===== src/sfrq_pkg.sv =====
// Shared codes, types and defaults for the serial frame receiver queue.
package sfrq_pkg;

  localparam int SLOT_COUNT_DEF = 4;
  localparam int SLOT_BYTES_DEF = 32;

  localparam logic [7:0] SYNC_RESET = 8'd164;

  typedef logic [1:0] op_t;
  typedef logic [2:0] status_t;

  localparam op_t OP_RECV    = 2'd0;
  localparam op_t OP_READ    = 2'd1;
  localparam op_t OP_RELEASE = 2'd2;
  localparam op_t OP_FLUSH   = 2'd3;

  localparam status_t ST_NONE      = 3'd0;
  localparam status_t ST_COMMIT    = 3'd1;
  localparam status_t ST_BAD_CHECK = 3'd2;
  localparam status_t ST_SIZE_REJ  = 3'd3;
  localparam status_t ST_RING_FULL = 3'd4;

  // Per-word response from the frame controller to the output stage.
  typedef struct packed {
    status_t status;
    logic    nonempty;
    logic    rd_zero;
  } ctrl_rsp_t;

endpackage


===== src/sfrq_slot_mem.sv =====
// Frame slot storage: one write port, one registered read port.
module sfrq_slot_mem #(
  parameter int DEPTH = 128,
  parameter int AW    = 7
) (
  input  logic          clk,
  input  logic          wr_en,
  input  logic [AW-1:0] wr_addr,
  input  logic [7:0]    wr_data,
  input  logic          rd_en,
  input  logic [AW-1:0] rd_addr,
  output logic [7:0]    rd_data
);

  logic [7:0] store_mem [DEPTH];
  logic [7:0] rd_data_r;

  always_ff @(posedge clk) begin
    if (wr_en) begin
      store_mem[wr_addr] <= wr_data;
    end
    if (rd_en) begin
      rd_data_r <= store_mem[rd_addr];
    end
  end

  assign rd_data = rd_data_r;

endmodule


===== src/sfrq_frame_ctrl.sv =====
// Frame parser and ring pointer control; issues slot memory accesses.
module sfrq_frame_ctrl #(
  parameter int SLOT_COUNT = 4,
  parameter int SLOT_BYTES = 32,
  parameter int AW         = 7
) (
  input  logic                clk,
  input  logic                rst_n,
  input  logic                item_go,
  input  sfrq_pkg::op_t       op,
  input  logic [7:0]          rx_byte,
  input  logic [4:0]          read_index,
  input  logic [7:0]          sync_value,
  output sfrq_pkg::ctrl_rsp_t rsp,
  output logic                wr_en,
  output logic [AW-1:0]       wr_addr,
  output logic [7:0]          wr_data,
  output logic                rd_en,
  output logic [AW-1:0]       rd_addr
);
  import sfrq_pkg::*;

  localparam int SW = (SLOT_COUNT > 1) ? $clog2(SLOT_COUNT) : 1;
  localparam int PW = $clog2(SLOT_BYTES + 1);
  localparam int BW = $clog2(SLOT_BYTES);

  typedef enum logic [1:0] {PH_SYNC, PH_SIZE, PH_BODY, PH_CHECK} phase_t;

  phase_t        phase_r, phase_nxt;
  logic [7:0]    check_r, check_nxt;
  logic [BW-1:0] left_r, left_nxt;
  logic [PW-1:0] wpos_r, wpos_nxt;
  logic [SW-1:0] head_r, head_nxt;
  logic [SW-1:0] tail_r, tail_nxt;

  logic [SW-1:0] head_inc, tail_inc;
  logic [PW-1:0] wpos_sel;
  logic          store_ok;
  logic          ring_busy;

  assign head_inc  = (head_r == SW'(SLOT_COUNT - 1)) ? '0 : head_r + SW'(1);
  assign tail_inc  = (tail_r == SW'(SLOT_COUNT - 1)) ? '0 : tail_r + SW'(1);
  assign ring_busy = (head_r != tail_r);
  assign wpos_sel  = (phase_r == PH_SIZE) ? '0 : wpos_r;
  assign store_ok  = (wpos_sel < PW'(SLOT_BYTES));

  assign wr_addr = AW'(head_r) * AW'(SLOT_BYTES) + AW'(wpos_sel);
  assign wr_data = rx_byte;
  assign rd_addr = AW'(tail_r) * AW'(SLOT_BYTES) + AW'(read_index);

  always_comb begin
    phase_nxt    = phase_r;
    check_nxt    = check_r;
    left_nxt     = left_r;
    wpos_nxt     = wpos_r;
    head_nxt     = head_r;
    tail_nxt     = tail_r;
    wr_en        = 1'b0;
    rd_en        = 1'b0;
    rsp.status   = ST_NONE;
    rsp.rd_zero  = !(ring_busy && (9'(read_index) < 9'(SLOT_BYTES)));
    if (item_go) begin
      case (op)
        OP_RECV: begin
          case (phase_r)
            PH_SYNC: begin
              if (rx_byte == sync_value) begin
                phase_nxt = PH_SIZE;
                check_nxt = sync_value;
                wpos_nxt  = '0;
              end
            end
            PH_SIZE: begin
              if ({2'b00, rx_byte} + 10'd2 > 10'(SLOT_BYTES)) begin
                phase_nxt  = PH_SYNC;
                rsp.status = ST_SIZE_REJ;
              end else if (head_inc == tail_r) begin
                phase_nxt  = PH_SYNC;
                rsp.status = ST_RING_FULL;
              end else begin
                wr_en     = 1'b1;
                wpos_nxt  = PW'(1);
                check_nxt = check_r ^ rx_byte;
                left_nxt  = BW'(rx_byte);
                phase_nxt = PH_BODY;
              end
            end
            PH_BODY: begin
              wr_en     = store_ok;
              wpos_nxt  = wpos_r + PW'(1);
              check_nxt = check_r ^ rx_byte;
              if (left_r == '0) begin
                phase_nxt = PH_CHECK;
              end else begin
                left_nxt = left_r - BW'(1);
              end
            end
            default: begin
              if (rx_byte == check_r) begin
                head_nxt   = head_inc;
                rsp.status = ST_COMMIT;
              end else begin
                rsp.status = ST_BAD_CHECK;
              end
              check_nxt = '0;
              phase_nxt = PH_SYNC;
              left_nxt  = '0;
              wpos_nxt  = '0;
            end
          endcase
        end
        OP_READ: begin
          rd_en = 1'b1;
        end
        OP_RELEASE: begin
          if (ring_busy) begin
            tail_nxt = tail_inc;
          end
        end
        default: begin
          head_nxt  = '0;
          tail_nxt  = '0;
          phase_nxt = PH_SYNC;
          check_nxt = '0;
          left_nxt  = '0;
          wpos_nxt  = '0;
        end
      endcase
    end
    rsp.nonempty = (head_nxt != tail_nxt);
  end

  always_ff @(posedge clk) begin
    if (!rst_n) begin
      phase_r <= PH_SYNC;
      check_r <= '0;
      left_r  <= '0;
      wpos_r  <= '0;
      head_r  <= '0;
      tail_r  <= '0;
    end else begin
      phase_r <= phase_nxt;
      check_r <= check_nxt;
      left_r  <= left_nxt;
      wpos_r  <= wpos_nxt;
      head_r  <= head_nxt;
      tail_r  <= tail_nxt;
    end
  end

endmodule


===== src/serial_frame_receiver_queue_core.sv =====
// Top level of the serial frame receiver queue: handshakes, config, output register.
//
//  channel | direction | handshake            | payload
//  --------+-----------+----------------------+-------------------------------------------
//  in      | input     | in_valid / in_ready   | in_op, in_rx_byte, in_read_index
//  out     | output    | out_valid / out_ready | out_read_data, out_frame_status,
//          |           |                      | out_queue_nonempty
//  cfg     | input     | cfg_we (no wait)     | cfg_wdata (sync byte)
//
// Receive, release and flush words finish in the cycle they are accepted: their
// result is loaded into the output register at that edge. A read word passes the
// registered read port of the slot memory first; in_ready drops for the cycle in
// which the read data returns. A new word is taken whenever no read is pending
// and the output register is empty or being drained at the same edge, so a
// waiting result never blocks the input by more than that. Reset is synchronous,
// active low; it clears pointers, parser state and the sync byte (to 164). The
// slot memory has no reset and needs no clearing pass.
module serial_frame_receiver_queue_core #(
  parameter int SLOT_COUNT = sfrq_pkg::SLOT_COUNT_DEF,
  parameter int SLOT_BYTES = sfrq_pkg::SLOT_BYTES_DEF
) (
  input  logic                clk,
  input  logic                rst_n,
  input  logic                in_valid,
  output logic                in_ready,
  input  sfrq_pkg::op_t       in_op,
  input  logic [7:0]          in_rx_byte,
  input  logic [4:0]          in_read_index,
  output logic                out_valid,
  input  logic                out_ready,
  output logic [7:0]          out_read_data,
  output sfrq_pkg::status_t   out_frame_status,
  output logic                out_queue_nonempty,
  input  logic                cfg_we,
  input  logic [7:0]          cfg_wdata
);
  import sfrq_pkg::*;

  localparam int DEPTH = SLOT_COUNT * SLOT_BYTES;
  localparam int AW    = $clog2(DEPTH);

  logic [7:0]  sync_r;
  logic        accept;
  logic        is_read;
  ctrl_rsp_t   rsp;
  logic        wr_en, rd_en;
  logic [AW-1:0] wr_addr, rd_addr;
  logic [7:0]  wr_data, rd_data;

  // Read in flight and what to return with it.
  logic        rd_pend_r, rd_pend_nxt;
  logic        rd_zero_r;
  logic        rd_nonempty_r;

  // Output register.
  logic        out_valid_r, out_valid_nxt;
  logic [7:0]  out_data_r;
  status_t     out_status_r;
  logic        out_nonempty_r;

  assign in_ready = !rd_pend_r && (!out_valid_r || out_ready);
  assign accept   = in_valid && in_ready;
  assign is_read  = (in_op == OP_READ);

  sfrq_frame_ctrl #(
    .SLOT_COUNT (SLOT_COUNT),
    .SLOT_BYTES (SLOT_BYTES),
    .AW         (AW)
  ) u_ctrl (
    .clk        (clk),
    .rst_n      (rst_n),
    .item_go    (accept),
    .op         (in_op),
    .rx_byte    (in_rx_byte),
    .read_index (in_read_index),
    .sync_value (sync_r),
    .rsp        (rsp),
    .wr_en      (wr_en),
    .wr_addr    (wr_addr),
    .wr_data    (wr_data),
    .rd_en      (rd_en),
    .rd_addr    (rd_addr)
  );

  sfrq_slot_mem #(
    .DEPTH (DEPTH),
    .AW    (AW)
  ) u_mem (
    .clk     (clk),
    .wr_en   (wr_en),
    .wr_addr (wr_addr),
    .wr_data (wr_data),
    .rd_en   (rd_en),
    .rd_addr (rd_addr),
    .rd_data (rd_data)
  );

  // Fill the output register on a non-read word or on read data return;
  // drop it once taken.
  assign rd_pend_nxt   = accept && is_read;
  assign out_valid_nxt = (out_valid_r && !out_ready) || rd_pend_r || (accept && !is_read);

  always_ff @(posedge clk) begin
    if (!rst_n) begin
      sync_r      <= SYNC_RESET;
      rd_pend_r   <= 1'b0;
      out_valid_r <= 1'b0;
    end else begin
      if (cfg_we) begin
        sync_r <= cfg_wdata;
      end
      rd_pend_r   <= rd_pend_nxt;
      out_valid_r <= out_valid_nxt;
    end
  end

  // Payload registers: hold read context, load results.
  always_ff @(posedge clk) begin
    if (accept && is_read) begin
      rd_zero_r     <= rsp.rd_zero;
      rd_nonempty_r <= rsp.nonempty;
    end
    if (rd_pend_r) begin
      out_data_r     <= rd_zero_r ? 8'd0 : rd_data;
      out_status_r   <= ST_NONE;
      out_nonempty_r <= rd_nonempty_r;
    end else if (accept && !is_read) begin
      out_data_r     <= 8'd0;
      out_status_r   <= rsp.status;
      out_nonempty_r <= rsp.nonempty;
    end
  end

  assign out_valid          = out_valid_r;
  assign out_read_data      = out_data_r;
  assign out_frame_status   = out_status_r;
  assign out_queue_nonempty = out_nonempty_r;

endmodule


===== config.mk =====
export PLATFORM = sky130hd
export DESIGN_NAME = serial_frame_receiver_queue_core
export DESIGN_NICKNAME = d
export VERILOG_FILES = /design/src/sfrq_pkg.sv /design/src/sfrq_slot_mem.sv /design/src/sfrq_frame_ctrl.sv /design/src/serial_frame_receiver_queue_core.sv
export SDC_FILE = /design/constraint.sdc
export NUM_CORES = 1
export LEC_CHECK = 0
export BUFFER_PORTS_ARGS = -buffer_cell sky130_fd_sc_hd__buf_2
export CAP_MARGIN = 30
export CORE_ASPECT_RATIO = 0.5
export CORE_UTILIZATION = 60
export CTS_BUF_LIST = sky130_fd_sc_hd__clkbuf_16
export DETAILED_ROUTE_END_ITERATION = 8
export PLACE_DENSITY = 0.79
export RECOVER_POWER = 50
export SETUP_SLACK_MARGIN = 0.3
export SLEW_MARGIN = 15
export SYNTH_ARGS = -nofsm -noshare
export SYNTH_HDL_FRONTEND = slang
export SYNTH_SLANG_ARGS = --single-unit

===== constraint.sdc =====
create_clock -name clk -period 3.25 [get_ports clk]
set_input_delay 0.4875 -clock clk [delete_from_list [all_inputs] [get_ports clk]]
set_output_delay 0.4875 -clock clk [all_outputs]
set_load 0.02 [all_outputs]

==> impl_metrics.toml, run 1 <==
[status]
status = "finished, violations left"
violations = "max-capacitance violations, max-slew violations"

[timing]
finalHoldViolCount = 0
grt_setup_unrepaired = "true"
fmax_ghz = 0.336
fin_crit_sh_pct = 91.7
skew_ns = 0.0377
drv_slew = 438
period_needed_ns = 2.98
max_slew_margin_pct = -51.2
setup_viol = 0
finalSetupTns_ns = 0
worstMarginPinSlew_ns = 2.27

[synth]
synth_ff_type = "edfxtp_1"
netlist_area_um2 = 42500
yosysSeqAreaShare_pct = 75.4
yosysWarnings = 0
yosys_register_bits = 1081
synth_edf_count = 1043
async_reset_ff_share_pct = 0
yosys.cell_types.count = 59
syn_inst = 1994
synth_fp_nets = 2037
syn_avg_cell_area_um2 = 21.3

[global_route]
use_met1_pct = 42.9
grt_pass1_wl_um = 154000
grt_max_degree = 97
grt_overflow = 0
met3_usage_pct = 6.62
track_usage_pct = 30.3
grtUsageMet2_pct = 47.4
grt_antenna_before_repair = 3
top_usage_layer = "met2"
first_global_vias = 22323

[die]
die_area_um2 = 72000
core_area_um2 = 69500
rows = 68
initial_core_util_pct = 61.2
die_x_um = 379
die_height_um = 190
ios = 42

[pwr]
max-vdd-ir-drop_uv = 425
p_leak_nw = 15.4
p_per_area_nw_per_um2 = 577
power_w = 0.0279

[routing]
firstDrtPassIters = 7
drtAntennaViolNets = 0
first_iter_violations = 3931
wl_per_cell_um = 34.6
wirelength_um = 112000
drc = 0
vias = 23048
viasPerCell = 7.11

[critical_path]
end_kind = "register"
critPathLaunchType = "register"
critPathArrivalTime_ns = 3.27
reg2reg_depth = 8
rrSetupSlack_ns = 0.27
path_common_cell = "nor2_1"
critPathKind = "register to register"
max_stage_delay_ns = 0.67
timing.rr.end = "u_mem.store_mem[116][4]"
required_ns = 3.54
worstPathMaxFanout = 8
path_cells = "inv_1 > ha_1 > nor2_1 > ha_1 > nand2b_1 > nor2_1 > nand2_1 > nor2_1"
crit_slowest_cell = "nor2_1"
r2r-start = "u_ctrl.phase_r[1]"

[cells_and_area]
nNetsFinal = 2272
nFillCells = 3927
drive_above_1_share_pct = 30.2
stdcell_area_um2 = 48300
syn2layout_area_growth_pct = 13.6
layout_commonest_cell = "edfxtp_1"
final_cell_mix = "1043 x edfxtp_1, 320 x mux4_2, 177 x buf_4, 138 x nor2_1, 92 x clkbuf_16"
final_util_pct = 69.5
diodes = 0

[job]
cap_violations = 9

[clock_tree]
cts_buffers = 88
clkTransAtPathRegs_ns = 0.07
insertion_delay_ns = 0.67
numClockSinks = 1081
cts-root-buf = "clkbuf_16"
htreeDepth = 3
clockBufferDepth = 3
cts_tree = "built"
postCtsSetupBuffers = 0

[min_path]
min_to = "sync_r[2]"
hold_depth = 3
holdCritPathClass = "input pin to register"
hold_start = "cfg_wdata[2]"

[place]
place_area_um2 = 45300
gp_congestion = 0.877
hpwl_um = 62800
io_buffers = 41
## where the power goes
| part | internal (W) | switching [W] |
|---|---|---|
| Combinational | 0.000551 | 0.000822 |
| Sequential | 0.0153 | 0.0000188 |
| Clock | 0.00615 | 0.00505 |
| Total | 0.0220 | 0.00589 |
## flip-flops by register name, indices dropped and copies added, names as in the netlist, 2 cells and up
name              cells
out_frame_status      3
u_ctrl.left_r         5
u_ctrl.tail_r         2
u_mem.store_mem    1024
sync_r                8
u_mem.rd_data         8
u_ctrl.wpos_r         6
u_ctrl.check_r        8
u_ctrl.head_r         2
out_read_data         8
u_ctrl.phase_r        2
## worst max path at each step
stage,startpoint,end
6_report,u_ctrl.phase_r[1],u_mem.store_mem[116][4]
3_5_place_dp,in_rx_byte[2],u_mem.store_mem[64][0]
2_1_floorplan,u_ctrl.phase_r[1],u_mem.store_mem[88][0]
4_1_cts,u_ctrl.phase_r[1],u_mem.store_mem[25][6]
5_1_grt,in_rx_byte[4],out_queue_nonempty
3_3_place_gp,in_rx_byte[2],u_mem.store_mem[48][5]
## synthesized netlist by cell type, types with 5 or more instances
master / n / area share [%]
a21oi_1: 11 / 0.13
or3_1: 14 / 0.21
a31oi_1: 8 / 0.12
edfxtp_1: 1043 / 74
nor3_1: 8 / 0.094
xor2_1: 19 / 0.39
a21boi_0: 11 / 0.19
and2_1: 13 / 0.19
dfxtp_1: 38 / 1.8
buf_1: 10 / 0.088
nand3b_1: 5 / 0.088
xnor2_1: 8 / 0.16
nor2b_1: 14 / 0.21
nand3_1: 13 / 0.15
a22oi_1: 12 / 0.21
nor4_1: 14 / 0.21
nand2b_1: 6 / 0.088
clkbuf_1: 66 / 0.58
o21ai_0: 5 / 0.059
mux4_2: 320 / 17
o22ai_1: 34 / 0.50
inv_1: 13 / 0.11
nand2_1: 49 / 0.43
nor2_1: 154 / 1.4
buf_2: 30 / 0.35
mux2i_1: 9 / 0.21
ha_1: 15 / 0.44
## per-stage QoR
| step | worst slack, ns | hold slack [ns] | instances |
|---|---|---|---|
| after global placement | 0.154 | 0.452 | 3081 |
| after floorplan | 0.413 | 0.447 | 1994 |
| after detailed placement | 0.109 | 0.466 | 3081 |
| after CTS | 0.295 | 0.0608 | 3237 |
| final | 0.270 | 0.0742 | 3240 |
| after global routing | 0.174 | 0.0947 | 3240 |
## logic make-up after synthesis
family / Yosys count / share of synthesized area, %
XOR/XNOR: 28 / 0.594
flip-flops: 1081 / 75.4
adder cells (fa/ha/maj): 15 / 0.441
buffers and inverters: 121 / 1.19
multiplexers: 330 / 17.2
AND/OR/NAND/NOR: 310 / 3.43
AO/OA/AOI/OAI: 109 / 1.77
## metal layers
layer	wire length [um]	up-vias
met5	59	-
met4	4880	2
met3	14200	366
met1	39700	11735
met2	53300	2171
li1	-	8774
## worst max-delay path: cells and delay by family (launching register included)
| kind | cells | cell delay, ns |
|---|---|---|
| DFF | 1 | 0.33 |
| and+or+nand+nor | 5 | 1.50 |
| adders and majority gates | 2 | 0.66 |
| buffers and inverters | 1 | 0.11 |
## final cells by class
class / count / area, um^2 / share of cell area (%)
multi-input combinational: 792 / 10000 / 20.8
timing repair buffer: 253 / 2040 / 4.23
tap: 945 / 1180 / 2.45
clock buffer: 92 / 2300 / 4.77
clock inverter: 64 / 622 / 1.29
inverter: 13 / 48.8 / 0.101
sequential: 1081 / 32100 / 66.4
## what timing repair did
item,CTS,global route
resized for setup,3,19
hold buffers,0,0
gates cloned,0,0
setup endpoints to repair,22,328
Power figures use the tool's default switching activity.
==> run 2, diff against run 1 <==
Settings changed: BUFFER_PORTS_ARGS -buffer_cell sky130_fd_sc_hd__buf_2 to -buffer_cell sky130_fd_sc_hd__buf_4, CORE_UTILIZATION 60 to 36, GPL_TIMING_DRIVEN from default to 0, PLACE_DENSITY 0.79 to 0.53.
==> run 2 against run 1 <==
The flow still finishes with violations (max-capacitance violations, max-slew violations). Combinational power rose by 6%. Register-to-register slack improved by 0.06 ns. Fmax down 2.8%. Utilization shrank 25 points. Count of clock-buffer cells in the layout increased by 13. Final area increased by 7.9%. Critical path depth down 1. Clock skew is 0.0094 ns lower. Critical endpoint is now u_mem.rd_data[7]. Largest cell class unchanged.
==> impl_metrics.toml, run 2 (synthesis gave the netlist of run 1 again) <==
[pwr]
switching_share_pct = 20.9
power_w = 0.0293
clkPwrFrac_pct = 42.9
max-vdd-ir-drop_uv = 459
p_comb_share_pct = 4.9
seq_power_share_pct = 52.2
p_leak_nw = 16.1
p_per_area_nw_per_um2 = 563
p_switching_w = 0.00613
p_int_w = 0.0232

[place]
io_buffers = 34
post-place-ws_ns = -1.90
gp_congestion = 0.878
hpwl_um = 72700
placedCellCount = 3632

[timing]
fmax_ghz = 0.326
max_slew_margin_pct = -67.5
drv_slew = 393
fin_crit_sh_pct = 94.3
worstMarginPinSlew_ns = 2.51
finalHoldViolCount = 0
grt_setup_unrepaired = "true"
whs_ns = 0.0559
period_needed_ns = 3.07
setup_viol = 0
worst_slack_ns = 0.184
skew_ns = 0.0282

[status]
status = "finished, violations left"
violations = "max-capacitance violations, max-slew violations"

[cells_and_area]
syn2layout_area_growth_pct = 22.5
multiInputGateArea_um2 = 11300
largest_reg_flops = 1024
nNetsFinal = 2333
final_cell_mix = "1043 x edfxtp_1, 320 x mux4_2, 131 x nor2_4, 106 x clkbuf_16, 82 x buf_12"
nFillCells = 9776
top_register = "u_mem.store_mem"
drive_above_1_share_pct = 37.2
fin_cells = 3953
layout_commonest_cell = "edfxtp_1"
seqCellArea_um2 = 32100

[critical_path]
end_kind = "register"
required_ns = 3.67
critPathLaunchType = "input pin"
worstPathMaxFanout = 10
critPathArrivalTime_ns = 3.48
r2r-start = "rd_pend_r"
critPathKind = "input pin to register"
crit_start = "in_read_index[2]"

[clock_tree]
htreeDepth = 3
cts_tree = "built"
numClockSinks = 1081
insertion_delay_ns = 0.70
clockBufferDepth = 3
cts_buffers = 101
clkTransAtPathRegs_ns = 0.07
cts-root-buf = "clkbuf_16"

[die]
die_height_um = 245
rows = 88
ios = 42
core_area_um2 = 116000
initial_core_util_pct = 36.6
die_x_um = 488
die_area_um2 = 120000

[routing]
vias = 21590
wl_per_cell_um = 28.7
viasPerCell = 5.46
wirelength_um = 114000
firstDrtPassIters = 5
drtAntennaViolNets = 0
drc = 0
first_iter_violations = 2451

[min_path]
hold_start = "cfg_wdata[4]"
holdCritPathClass = "input pin to register"

[global_route]
grt_overflow = 0
first_global_vias = 21507
grt_pass1_wl_um = 161000
grt_max_degree = 130
track_usage_pct = 19.1
grt_antenna_before_repair = 9

[job]
cap_violations = 6
==> run 2: changes by cell type in the layout (fill, tap and decap cells not counted), moves of 10 or more <==
cell       change
buf_6         +20
nand2_1       -15
clkbuf_2      +15
clkbuf_16     +14
clkbuf_4      +23
buf_12        +62
nor2_4       +129
nor2_1       -118
buf_4        -122
nand2_4       +10
nor2_2        -11
clkbuf_1      +35
==> run 2: critical path, stage by stage <==
cell and delay [ns]:
clkbuf_1 0.72, clkbuf_1 0.43, buf_6 0.26, mux4_2 0.39
mux4_2 0.60, o22ai_1 0.42, nor4_1 0.15
==> run 2: repair_timing <==
item | CTS | global route
resized for setup | 336 | 91
cloned | 5 | 2
setup endpoints to repair | 1032 | 1031
hold endpoints to repair | 3 | 0
pin swaps | 45 | 58
hold buffers | 3 | 0
buffers inserted | 56 | 62
==> run 2: final timing paths <==
kind / end / cells after the start / slack [ns]
max reg2reg: u_mem.store_mem[38][1] / 9 / 0.33
min: sync_r[4] / 3 / 0.06
min reg2reg: u_ctrl.check_r[2] / 2 / 0.47
max: u_mem.rd_data[7] / 7 / 0.18
==> run 2: power by group through the flow <==
stage / sequential (W) / combinational, W / clock (W)
global placement: 0.0156 / 0.00137 / 0
global route: 0.0153 / 0.00153 / 0.0133
floorplan: 0.0156 / 0.000726 / 0
CTS: 0.0153 / 0.00148 / 0.0128
finish: 0.0153 / 0.00145 / 0.0126
detailed placement: 0.0156 / 0.00143 / 0
==> run 2: final cells by class <==
class | instances | share of cell area, %
antenna | 3 | 0.0144
buffer | 108 | 1.13
clock buffer | 105 | 5.04
clock inverter | 83 | 1.69
inverter | 13 | 0.0936
multi-input combinational | 792 | 21.7
sequential | 1081 | 61.5
tap | 1575 | 3.78
timing repair buffer | 193 | 5.01
==> run 2: through the flow <==
step	util, %	instance area [um^2]	TNS [ns]
global route	44.8	52100	0
floorplan	-	42500	0
CTS	44.0	51100	0
detailed placement	38.9	45200	-1232.93
global placement	38.5	44800	-1879.33
finish	44.8	52100	0
==> run 2: per-layer routing <==
metal	routed length, um	GRT usage, %
met1	50200	28.0
met2	52200	29.1
met3	9310	4.65
met4	1910	3.44
met5	0	0
